## config.mk

```make
export PLATFORM = sky130hd
export DESIGN_NAME = traffic_jam_qualifier
export DESIGN_NICKNAME = d
export VERILOG_FILES = /design/src/rtl/tjq_pkg.sv /design/src/rtl/traffic_jam_qualifier.sv /design/src/rtl/tjq_cfg_regs.sv /design/src/rtl/tjq_window_mem.sv /design/src/rtl/tjq_state_update.sv
export SDC_FILE = /design/constraint.sdc
export NUM_CORES = 1
export LEC_CHECK = 0
export ABC_AREA = 1
export BUFFER_PORTS_ARGS = -buffer_cell sky130_fd_sc_hd__clkbuf_2
export CORE_MARGIN = 2
export CORE_UTILIZATION = 52
export CTS_CLUSTER_SIZE = 16
export DETAILED_ROUTE_END_ITERATION = 16
export PLACE_DENSITY = 0.71
export RECOVER_POWER = 50
export SETUP_SLACK_MARGIN = 0.2
export SLEW_MARGIN = 0
export SYNTH_ARGS = -nofsm -noshare
export SYNTH_HDL_FRONTEND = slang
export SYNTH_SLANG_ARGS = --single-unit
```

## constraint.sdc

```tcl
create_clock -name aclk -period 14.48 [get_ports aclk]
set_input_delay 0.724 -clock aclk [delete_from_list [all_inputs] [get_ports aclk]]
set_output_delay 0.724 -clock aclk [all_outputs]
set_load 0.005 [all_outputs]
```

## src/rtl/tjq_pkg.sv

```systemverilog
// Package for the traffic jam qualifier: sizes, register map, config and stage types.
`default_nettype none
package tjq_pkg;

    localparam int WINDOW     = 100;
    localparam int PTR_W      = (WINDOW > 1) ? $clog2(WINDOW) : 1;
    localparam int CNT_W      = $clog2(WINDOW + 1);
    localparam int OUT_CNT_W  = 7;
    localparam int HOLD_W     = 15;
    localparam int ADDR_W     = 5;
    localparam int NUM_REGS   = 5;
    localparam int S_DATA_W   = 56;
    localparam int M_DATA_W   = 16;

    localparam logic [7:0]        NO_TARGET_ID = 8'd255;
    localparam logic [HOLD_W-1:0] HOLD_MAX     = {HOLD_W{1'b1}};

    typedef enum logic [2:0] {
        REG_SPEED_LIMIT    = 3'd0,
        REG_FRONT_DIST     = 3'd1,
        REG_OCC_THRESHOLD  = 3'd2,
        REG_STEER_LIMIT    = 3'd3,
        REG_STEER_HOLD     = 3'd4
    } reg_idx_t;

    typedef struct packed {
        logic [14:0] speed_limit;
        logic [14:0] front_distance_limit;
        logic [6:0]  occupancy_threshold;
        logic [14:0] steer_limit;
        logic [13:0] steer_hold_ticks;
    } cfg_t;

    // Per-item flags carried from the decode stage into the state update stage.
    typedef struct packed {
        logic slow;
        logic present;
        logic steer_hit;
    } item_t;

    typedef struct packed {
        logic [OUT_CNT_W-1:0] window_ones;
        logic                 just_steered;
        logic                 persistent;
    } upd_res_t;

endpackage
`default_nettype wire

```

## src/rtl/traffic_jam_qualifier.sv

```systemverilog
// Traffic jam qualifier: each request is one tick, registered in the update stage, then the output.
// Throughput is one request per cycle unless the result stalls, set by the window memory's single read-first port.
// The window memory is never swept: slots read before the pointer first wraps count as zero.
// Reset is synchronous and active low; it restores the registers and clears count and hold.
// A stalled result does not block input while the update stage is free or draining.
`default_nettype none
module traffic_jam_qualifier
    import tjq_pkg::*;
(
    input  wire logic                aclk,
    input  wire logic                aresetn,
    // speed[15:0], target_id[23:16], target_distance[39:24], steer_angle[55:40]
    input  wire logic [S_DATA_W-1:0] s_tdata,
    input  wire logic                s_tvalid,
    output logic                     s_tready,
    // slow_speed[0], front_present[1], front_persistent[2], just_steered[3],
    // window_ones[10:4], zero[15:11]
    output logic [M_DATA_W-1:0]      m_tdata,
    output logic                     m_tvalid,
    input  wire logic                m_tready,
    input  wire logic                psel,
    input  wire logic                penable,
    input  wire logic                pwrite,
    input  wire logic [ADDR_W-1:0]   paddr,
    input  wire logic [31:0]         pwdata,
    output logic [31:0]              prdata,
    output logic                     pready
);

    cfg_t     cfg;
    item_t    item_in;
    item_t    s1_item_reg;
    logic     s1_valid_reg;
    logic     s1_valid_next;
    logic     m_valid_reg;
    logic     m_valid_next;
    logic [M_DATA_W-1:0] m_data_reg;
    logic     accept;
    logic     advance;
    logic     old_bit;
    upd_res_t res;

    logic signed [15:0] speed;
    logic        [7:0]  target_id;
    logic signed [15:0] distance;
    logic signed [15:0] angle;
    logic        [16:0] angle_mag;

    tjq_cfg_regs u_cfg (
        .aclk    (aclk),
        .aresetn (aresetn),
        .psel    (psel),
        .penable (penable),
        .pwrite  (pwrite),
        .paddr   (paddr),
        .pwdata  (pwdata),
        .prdata  (prdata),
        .pready  (pready),
        .cfg     (cfg)
    );

    assign speed     = s_tdata[15:0];
    assign target_id = s_tdata[23:16];
    assign distance  = s_tdata[39:24];
    assign angle     = s_tdata[55:40];
    assign angle_mag = angle[15] ? 17'(-{angle[15], angle}) : {1'b0, angle};

    always_comb begin
        item_in.slow      = ($signed({speed[15], speed}) <= $signed({2'b00, cfg.speed_limit}));
        item_in.present   = (target_id != NO_TARGET_ID) &&
                            ($signed({distance[15], distance}) <
                             $signed({2'b00, cfg.front_distance_limit}));
        item_in.steer_hit = (angle_mag > {2'b00, cfg.steer_limit});
    end

    assign advance  = s1_valid_reg && (!m_valid_reg || m_tready);
    assign s_tready = !s1_valid_reg || advance;
    assign accept   = s_tvalid && s_tready;

    tjq_window_mem u_mem (
        .aclk    (aclk),
        .aresetn (aresetn),
        .wr_en   (accept),
        .wr_bit  (item_in.present),
        .old_bit (old_bit)
    );

    tjq_state_update u_upd (
        .aclk    (aclk),
        .aresetn (aresetn),
        .advance (advance),
        .item    (s1_item_reg),
        .old_bit (old_bit),
        .cfg     (cfg),
        .res     (res)
    );

    always_comb begin
        s1_valid_next = s1_valid_reg;
        if (accept) begin
            s1_valid_next = 1'b1;
        end else if (advance) begin
            s1_valid_next = 1'b0;
        end
        m_valid_next = m_valid_reg;
        if (advance) begin
            m_valid_next = 1'b1;
        end else if (m_tready) begin
            m_valid_next = 1'b0;
        end
    end

    always_ff @(posedge aclk) begin
        if (!aresetn) begin
            s1_valid_reg <= 1'b0;
            m_valid_reg  <= 1'b0;
        end else begin
            s1_valid_reg <= s1_valid_next;
            m_valid_reg  <= m_valid_next;
        end
    end

    always_ff @(posedge aclk) begin
        if (accept) begin
            s1_item_reg <= item_in;
        end
        if (advance) begin
            m_data_reg <= {5'd0, res.window_ones, res.just_steered, res.persistent,
                           s1_item_reg.present, s1_item_reg.slow};
        end
    end

    assign m_tdata  = m_data_reg;
    assign m_tvalid = m_valid_reg;

    // Input must not be taken while the update stage holds an item that the output cannot take.
    a_no_input_when_blocked: assert property (@(posedge aclk) disable iff (!aresetn)
        s1_valid_reg && m_valid_reg && !m_tready |-> !s_tready)
        else $error("input accepted while update stage is blocked");

    // An unsaturated count must agree with the persistence flag.
    a_persist_matches: assert property (@(posedge aclk) disable iff (!aresetn)
        m_valid_reg && (m_data_reg[10:4] != 7'd127) |->
            m_data_reg[2] == (m_data_reg[10:4] > cfg.occupancy_threshold))
        else $error("front_persistent disagrees with window_ones");

    // The window count can never exceed the window length.
    a_count_bound: assert property (@(posedge aclk) disable iff (!aresetn)
        m_valid_reg |-> ({1'b0, m_data_reg[10:4]} <= 8'(WINDOW > 127 ? 127 : WINDOW)))
        else $error("window_ones exceeds window length");

    // A strong steer with a nonzero hold must show just_steered on its result.
    a_steer_sets_flag: assert property (@(posedge aclk) disable iff (!aresetn)
        advance && s1_item_reg.steer_hit && (cfg.steer_hold_ticks != 14'd0)
            |=> m_data_reg[3])
        else $error("strong steer did not raise just_steered");

endmodule
`default_nettype wire

```

## src/rtl/tjq_cfg_regs.sv

```systemverilog
// APB register file holding the qualifier thresholds.
`default_nettype none
module tjq_cfg_regs
    import tjq_pkg::*;
(
    input  wire logic              aclk,
    input  wire logic              aresetn,
    input  wire logic              psel,
    input  wire logic              penable,
    input  wire logic              pwrite,
    input  wire logic [ADDR_W-1:0] paddr,
    input  wire logic [31:0]       pwdata,
    output logic [31:0]            prdata,
    output logic                   pready,
    output cfg_t                   cfg
);

    cfg_t     cfg_reg;
    reg_idx_t idx;
    logic     wr_en;

    assign idx    = reg_idx_t'(paddr[4:2]);
    assign wr_en  = psel && penable && pwrite && pready;
    assign pready = 1'b1;
    assign cfg    = cfg_reg;

    always_ff @(posedge aclk) begin
        if (!aresetn) begin
            cfg_reg.speed_limit          <= 15'd830;
            cfg_reg.front_distance_limit <= 15'd3000;
            cfg_reg.occupancy_threshold  <= 7'd80;
            cfg_reg.steer_limit          <= 15'd1500;
            cfg_reg.steer_hold_ticks     <= 14'd500;
        end else if (wr_en) begin
            case (idx)
                REG_SPEED_LIMIT:   cfg_reg.speed_limit          <= pwdata[14:0];
                REG_FRONT_DIST:    cfg_reg.front_distance_limit <= pwdata[14:0];
                REG_OCC_THRESHOLD: cfg_reg.occupancy_threshold  <= pwdata[6:0];
                REG_STEER_LIMIT:   cfg_reg.steer_limit          <= pwdata[14:0];
                REG_STEER_HOLD:    cfg_reg.steer_hold_ticks     <= pwdata[13:0];
                default: ;
            endcase
        end
    end

    always_comb begin
        case (idx)
            REG_SPEED_LIMIT:   prdata = {17'd0, cfg_reg.speed_limit};
            REG_FRONT_DIST:    prdata = {17'd0, cfg_reg.front_distance_limit};
            REG_OCC_THRESHOLD: prdata = {25'd0, cfg_reg.occupancy_threshold};
            REG_STEER_LIMIT:   prdata = {17'd0, cfg_reg.steer_limit};
            REG_STEER_HOLD:    prdata = {18'd0, cfg_reg.steer_hold_ticks};
            default:           prdata = 32'd0;
        endcase
    end

endmodule
`default_nettype wire

```

## src/rtl/tjq_window_mem.sv

```systemverilog
// Circular presence window memory with a read-first port and its slot pointer.
`default_nettype none
module tjq_window_mem
    import tjq_pkg::*;
(
    input  wire logic aclk,
    input  wire logic aresetn,
    input  wire logic wr_en,
    input  wire logic wr_bit,
    output logic      old_bit
);

    logic             mem [WINDOW];
    logic [PTR_W-1:0] ptr_reg;
    logic [PTR_W-1:0] ptr_next;
    logic             wrapped_reg;
    logic             wrapped_next;
    logic             rd_bit_reg;
    logic             rd_valid_reg;
    logic             at_end;

    assign at_end = (ptr_reg == PTR_W'(WINDOW - 1));

    always_comb begin
        ptr_next     = ptr_reg;
        wrapped_next = wrapped_reg;
        if (wr_en) begin
            ptr_next = at_end ? '0 : ptr_reg + PTR_W'(1);
            if (at_end) begin
                wrapped_next = 1'b1;
            end
        end
    end

    always_ff @(posedge aclk) begin
        if (!aresetn) begin
            ptr_reg     <= '0;
            wrapped_reg <= 1'b0;
        end else begin
            ptr_reg     <= ptr_next;
            wrapped_reg <= wrapped_next;
        end
    end

    // The pointer walks the slots in order, so before the first wrap every
    // slot read has never been written and counts as zero through the wrapped flag.
    always_ff @(posedge aclk) begin
        if (wr_en) begin
            rd_bit_reg   <= mem[ptr_reg];
            rd_valid_reg <= wrapped_reg;
            mem[ptr_reg] <= wr_bit;
        end
    end

    assign old_bit = rd_bit_reg && rd_valid_reg;

endmodule
`default_nettype wire

```

## src/rtl/tjq_state_update.sv

```systemverilog
// Running ones count and steering hold state, updated once per item.
`default_nettype none
module tjq_state_update
    import tjq_pkg::*;
(
    input  wire logic aclk,
    input  wire logic aresetn,
    input  wire logic advance,
    input  item_t     item,
    input  wire logic old_bit,
    input  cfg_t      cfg,
    output upd_res_t  res
);

    logic [CNT_W-1:0]  ones_reg;
    logic [CNT_W-1:0]  ones_next;
    logic [CNT_W-1:0]  ones_dec;
    logic              flag_reg;
    logic              flag_next;
    logic [HOLD_W-1:0] hold_reg;
    logic [HOLD_W-1:0] hold_next;

    always_comb begin
        ones_dec  = (old_bit && (ones_reg != '0)) ? ones_reg - CNT_W'(1) : ones_reg;
        ones_next = ones_dec + CNT_W'(item.present);

        flag_next = flag_reg;
        hold_next = hold_reg;
        if (item.steer_hit) begin
            flag_next = 1'b1;
            hold_next = '0;
        end
        if (flag_next) begin
            if (hold_next != HOLD_MAX) begin
                hold_next = hold_next + HOLD_W'(1);
            end
            if (hold_next > HOLD_W'(cfg.steer_hold_ticks)) begin
                flag_next = 1'b0;
            end
        end

        res.persistent   = (ones_next > CNT_W'(cfg.occupancy_threshold));
        res.just_steered = flag_next;
        if (ones_next > CNT_W'(127)) begin
            res.window_ones = 7'd127;
        end else begin
            res.window_ones = OUT_CNT_W'(ones_next);
        end
    end

    always_ff @(posedge aclk) begin
        if (!aresetn) begin
            ones_reg <= '0;
            flag_reg <= 1'b0;
            hold_reg <= '0;
        end else if (advance) begin
            ones_reg <= ones_next;
            flag_reg <= flag_next;
            hold_reg <= hold_next;
        end
    end

endmodule
`default_nettype wire

```

**Word level (Yosys, flattened, before mapping)**

Memory sizes are Yosys's and may differ from the RTL's. A register that Yosys moved wholly into a read port is not among the register bits.
Index checks and enable logic that the tools add are counted.

- $add $sub $neg: 5
- Magnitude comparators: 6
- Eq/ne operators: 7
- Muxes and demuxes: 17
- Reductions and logical operators: 21

Operator list:

| operator | count |
|---|---|
| $pmux 15 s5 | 1 |
| $mux 15 | 4 |
| $gt 17x15->1 | 1 |
| $mux 17 | 1 |
| $neg 17->17 | 1 |
| $le 16x16->1 | 1 |
| $lt 16x16->1 | 1 |
| $add 15x1->15 const B | 1 |
| $gt 15x14->1 | 1 |
| $ne 15x15->1 const B | 1 |
| $mux 7 | 2 |
| $reduce_and 2->1 | 6 |
| $mux 1 | 9 |
| $ne 8x8->1 const B | 1 |
| $add 7x1->7 | 1 |
| $add 7x1->7 const B | 1 |
| $eq 7x7->1 const B | 1 |
| $gt 7x7->1 | 1 |
| $gt 7x7->1 const B | 1 |
| $logic_and 1x1->1 | 7 |
| $reduce_bool 7->1 | 1 |
| $sub 7x1->7 const B | 1 |
| $eq 3x2->1 const B | 2 |
| $reduce_bool 2->1 | 2 |
| 5 further kinds | 7 |

- Bits in registers: 114
- RAM bits: 100
- Input port bits: 100
- Output and inout port bits: 51
- Memories: 1

Memories:

| name | words | bits a word | read ports | clocked after memory_dff | wr ports | RTL line | RTL |
|---|---|---|---|---|---|---|---|
| u_mem.mem | 100 | 1 | 1 | 1 | 1 | tjq_window_mem.sv:13 | `logic mem [WINDOW];` |

**Logic depth before layout (Yosys ltp)**

- Depth after elaboration: 7
- Mapped depth: 21

**Modules after synthesis**

Synthesis repeated with hierarchy kept, for this count alone.

- Cells, all modules: 1,797
- Area, all modules: 13,138.9 sq um

By module, submodules not included:

| module | times used | cells each | area an instance (sq um) | seq. area each (sq um) |
|---|---|---|---|---|
| tjq_window_mem | 1 | 599 | 5,223.8 | 3,223.1 |
| tjq_cfg_regs | 1 | 521 | 3,415.8 | 1,321.3 |
| tjq_state_update | 1 | 375 | 2,384.8 | 460.4 |
| traffic_jam_qualifier | 1 | 302 | 2,114.5 | 460.4 |

**Worst setup path after synthesis**

Ideal clock, no wire load.

- Path kind: input to register
- From: input s_tdata[29]
- To: register s1_item_reg[1] in the netlist's numbering (data pin)
- Data arrival time: 4.198 ns
- Data required time: 13.734 ns
- Setup slack: 9.536 ns
- Stages: 7
- Buffers on the path: 0
- Cells stage by stage: ha_1 -> a21oi_1 -> nand3b_1 -> nand2_1 -> o21ai_0 -> nand2_1 -> a21oi_1

RTL lines:

| what | RTL line | RTL |
|---|---|---|
| start: declaration | traffic_jam_qualifier.sv:13 | `input wire logic [S_DATA_W-1:0] s_tdata,` |
| end signal: assignment | traffic_jam_qualifier.sv:125 | `s1_item_reg <= item_in;` |
| end: declaration | traffic_jam_qualifier.sv:32 | `item_t s1_item_reg;` |

**Worst setup path in the final report**

- From: register u_mem.ptr_reg[0]
- To: memory u_mem.mem[16], enable pin

RTL lines:

| what | RTL line | RTL |
|---|---|---|
| start: declaration | tjq_window_mem.sv:14 | `logic [PTR_W-1:0] ptr_reg;` |
| start signal: assignment | tjq_window_mem.sv:40 | `ptr_reg <= ptr_next;` |
| end: declaration | tjq_window_mem.sv:13 |  |

Straight into the memory's write port.

==> flow_metrics.env <==
export IMPL_dpl_cell_count=1887
export IMPL_grt_start_max_net_pins=102
export IMPL_max_cap_violations=4
export IMPL_yosys_register_bits=215
export IMPL_synth_seq_area_share_pct=44.8
export IMPL_cp_start_kind="flip-flop"
export IMPL_period_share_pct=38.0
export IMPL_cp_max_fo=56
export IMPL_diodes=0
export IMPL_grtUsageTotal_pct=25.0
export IMPL_cp_required_ns=14.72
export IMPL_synthArstFlopShare_pct=0
export IMPL_num_io_pins=151
export IMPL_die_area_um2=24700
export IMPL_wirelength_mm=31.1
export IMPL_clk_path_buf_depth=3
export IMPL_root_buffer="clkbuf_16"
export IMPL_fin_cells=1931
export IMPL_wl_per_cell_um=16.1
export IMPL_clkPwrFrac_pct=41.1
export IMPL_first_iter_violations=807
export IMPL_htreeDepth=1
export IMPL_synthTopCellsByArea="edfxtp_1 (29%), dfxtp_1 (16%), nand2_1 (9.7%)"
export IMPL_crit_family="buffers and inverters"
export IMPL_num_fill_cells=2186
export IMPL_finalSetupViolCount=0
export IMPL_slew_violations=286
export IMPL_grt_pass1_vias=9354
export IMPL_leakagePower_uw=0.00581
export IMPL_relSlewSlack_pct=-137
export IMPL_p_seq_share_pct=46.3
export IMPL_cp_end_kind="flip-flop"
export IMPL_antenna_found_initial=1
export IMPL_final_common_cell="nand2_1"
export IMPL_core_area_um2=23300
export IMPL_nNetsFinal=1765
export IMPL_synthCells=1514
export IMPL_grt_overflow=0
export IMPL_crit_arrival_ns=5.74
export IMPL_post_cts_buffers=0
export IMPL_violations="max-capacitance violations, max-slew violations"
export IMPL_cts_made_buffers=24
export IMPL_worstSkewPairLatency_ns=0.52
export IMPL_worst_ir_drop_vdd_mv=0.0890
export IMPL_largest_reg_flops=100
export IMPL_grt_pass1_wl_mm=48.4
export IMPL_num_rows=56
export IMPL_first_pass_iters=6
export IMPL_placed_cell_area_um2=12800
export IMPL_avgSynthCellArea_um2=8.05
export IMPL_worst_pin_slew_ns=3.56
export IMPL_sw_frac_of_total_pct=26.0
export IMPL_path_buf_inv=2
export IMPL_synth_area_leader_cell="edfxtp_1"
export IMPL_buffer_ports_inserted=108
export IMPL_whs_ns=0.437
export IMPL_hold_class="flip-flop to flip-flop"
export IMPL_power_density_nw_per_um2=107
export IMPL_power_frac_comb_pct=12.6
export IMPL_chipHeight_um=157
export IMPL_via_per_inst=5.40
export IMPL_finClkSkew_ns=0.0180
export IMPL_dr_total_vias=10428
export IMPL_cts_resized=0
export IMPL_place_congestion=0.916
export IMPL_drive_gt1_share_pct=11.3
export IMPL_total_power_uw=1440
export IMPL_start_util_pct=52.4
export IMPL_crit_path_cell_trace="clkbuf_1, inv_1, nand4_1, nor2_1"
export IMPL_yosys_warnings=0
export IMPL_synth_area_um2=12200
export IMPL_die_w_um=157
export IMPL_power_internal_uw=1070
export IMPL_rsz0062_at_grt="no"
export IMPL_period_needed_ns=5.50
export IMPL_synth_flop_cell="edfxtp_1"
export IMPL_crit_path_max_incr_delay_ns=1.83
export IMPL_synthDistinctLibCells=50
export IMPL_hold_violations=0
export IMPL_hold_buffers=0
export IMPL_setup_tns_ns=0
export IMPL_final_area_um2=13500
export IMPL_tritoncts="done"
export IMPL_cts_sinks=215
export IMPL_power_switching_uw=374
export IMPL_slowest_stage="clkbuf_1"
export IMPL_critPathKind="flip-flop to flip-flop"
export IMPL_dp_hpwl_mm=21.4
export IMPL_synth_top_area_share_pct=28.6
export IMPL_status="finished, violations left"
export IMPL_clock_fmax_mhz=182
export IMPL_remaining_drc_errors=0
export IMPL_clk_pin_slew_ns=0.06
export IMPL_postRouteAntennaNets=0
export IMPL_synthToLayoutAreaGrowth_pct=10.3
export IMPL_synth_edff_count=116
export IMPL_final_cell_mix="nand2_1 (318), inv_1 (166), nor2_1 (164)"
worst paths after layout:
path / from / to / slack, ns / cells past startpoint
max: u_mem.ptr_reg[0] / u_mem.mem[16] / 8.98 / 4
min: u_mem.wrapped_reg / u_mem.rd_valid_reg / 0.44 / 0
max reg2reg: u_mem.ptr_reg[0] / u_mem.mem[16] / 8.98 / 4
min reg2reg: u_mem.wrapped_reg / u_mem.rd_valid_reg / 0.44 / 0
routing by layer:
metal	wire length, um	up-vias	global-route usage (%)
met5	12	-	0
met4	805	2	7.62
met3	2610	56	5.40
met2	14700	353	40.6
met1	13000	4815	33.7
li1	-	5202	-
stage by stage:
stage / worst slack, ns / utilization (%)
CTS: 11.05 / 58.3
floorplan: 9.54 / -
finish: 8.98 / 57.8
detailed placement: 11.08 / 55.0
global placement: 11.08 / 55.0
global route: 8.32 / 57.8
cells by family (layout without fill, tap and decap cells):
group	after synthesis	after routing	synth area share [%]
and+or+nand+nor	611	611	21.8
AOI/OAI and AO/OA	339	339	15.2
buffers and inverters	256	333	9.37
DFF	215	215	44.8
adders and majority gates	71	71	7.29
xor gates and xnor gates	20	20	1.44
other	2	23	0.0616
power groups by stage:
stage          Combinational [uW]  Clock [uW]  Sequential, uW
2_1_floorplan                 129           0             678
3_3_place_gp                  178           0             679
3_5_place_dp                  182           0             679
4_1_cts                       183         597             666
5_1_grt                       207         620             669
6_report                      181         592             668
area by class of cell:
cell class / count / area (um2) / share of cell area [%]
clock buffers: 35 / 688 / 5.11
clock inverters: 9 / 81.3 / 0.604
inverters: 175 / 662 / 4.92
multi-input cells: 1064 / 5600 / 41.6
flip-flops and latches: 215 / 5470 / 40.6
well taps: 319 / 399 / 2.97
repair buffers: 114 / 562 / 4.18
synthesized netlist by cell type, types with 5 or more instances:
library cell  instances
nand2_1             316
inv_1               164
nor2_1              161
a21oi_1             149
o21ai_0             123
edfxtp_1            116
dfxtp_1              99
ha_1                 71
nand3_1              39
nand4_1              33
clkbuf_1             26
buf_4                25
buf_2                20
o211ai_1             20
nor3_1               19
nor2_2               16
o22ai_1              14
xor2_1               14
inv_2                 7
buf_6                 6
nand3b_1              6
o21bai_1              6
xnor2_1               6
nand2_2               5
o21ai_1               5
Power figures use the tool's default switching activity.
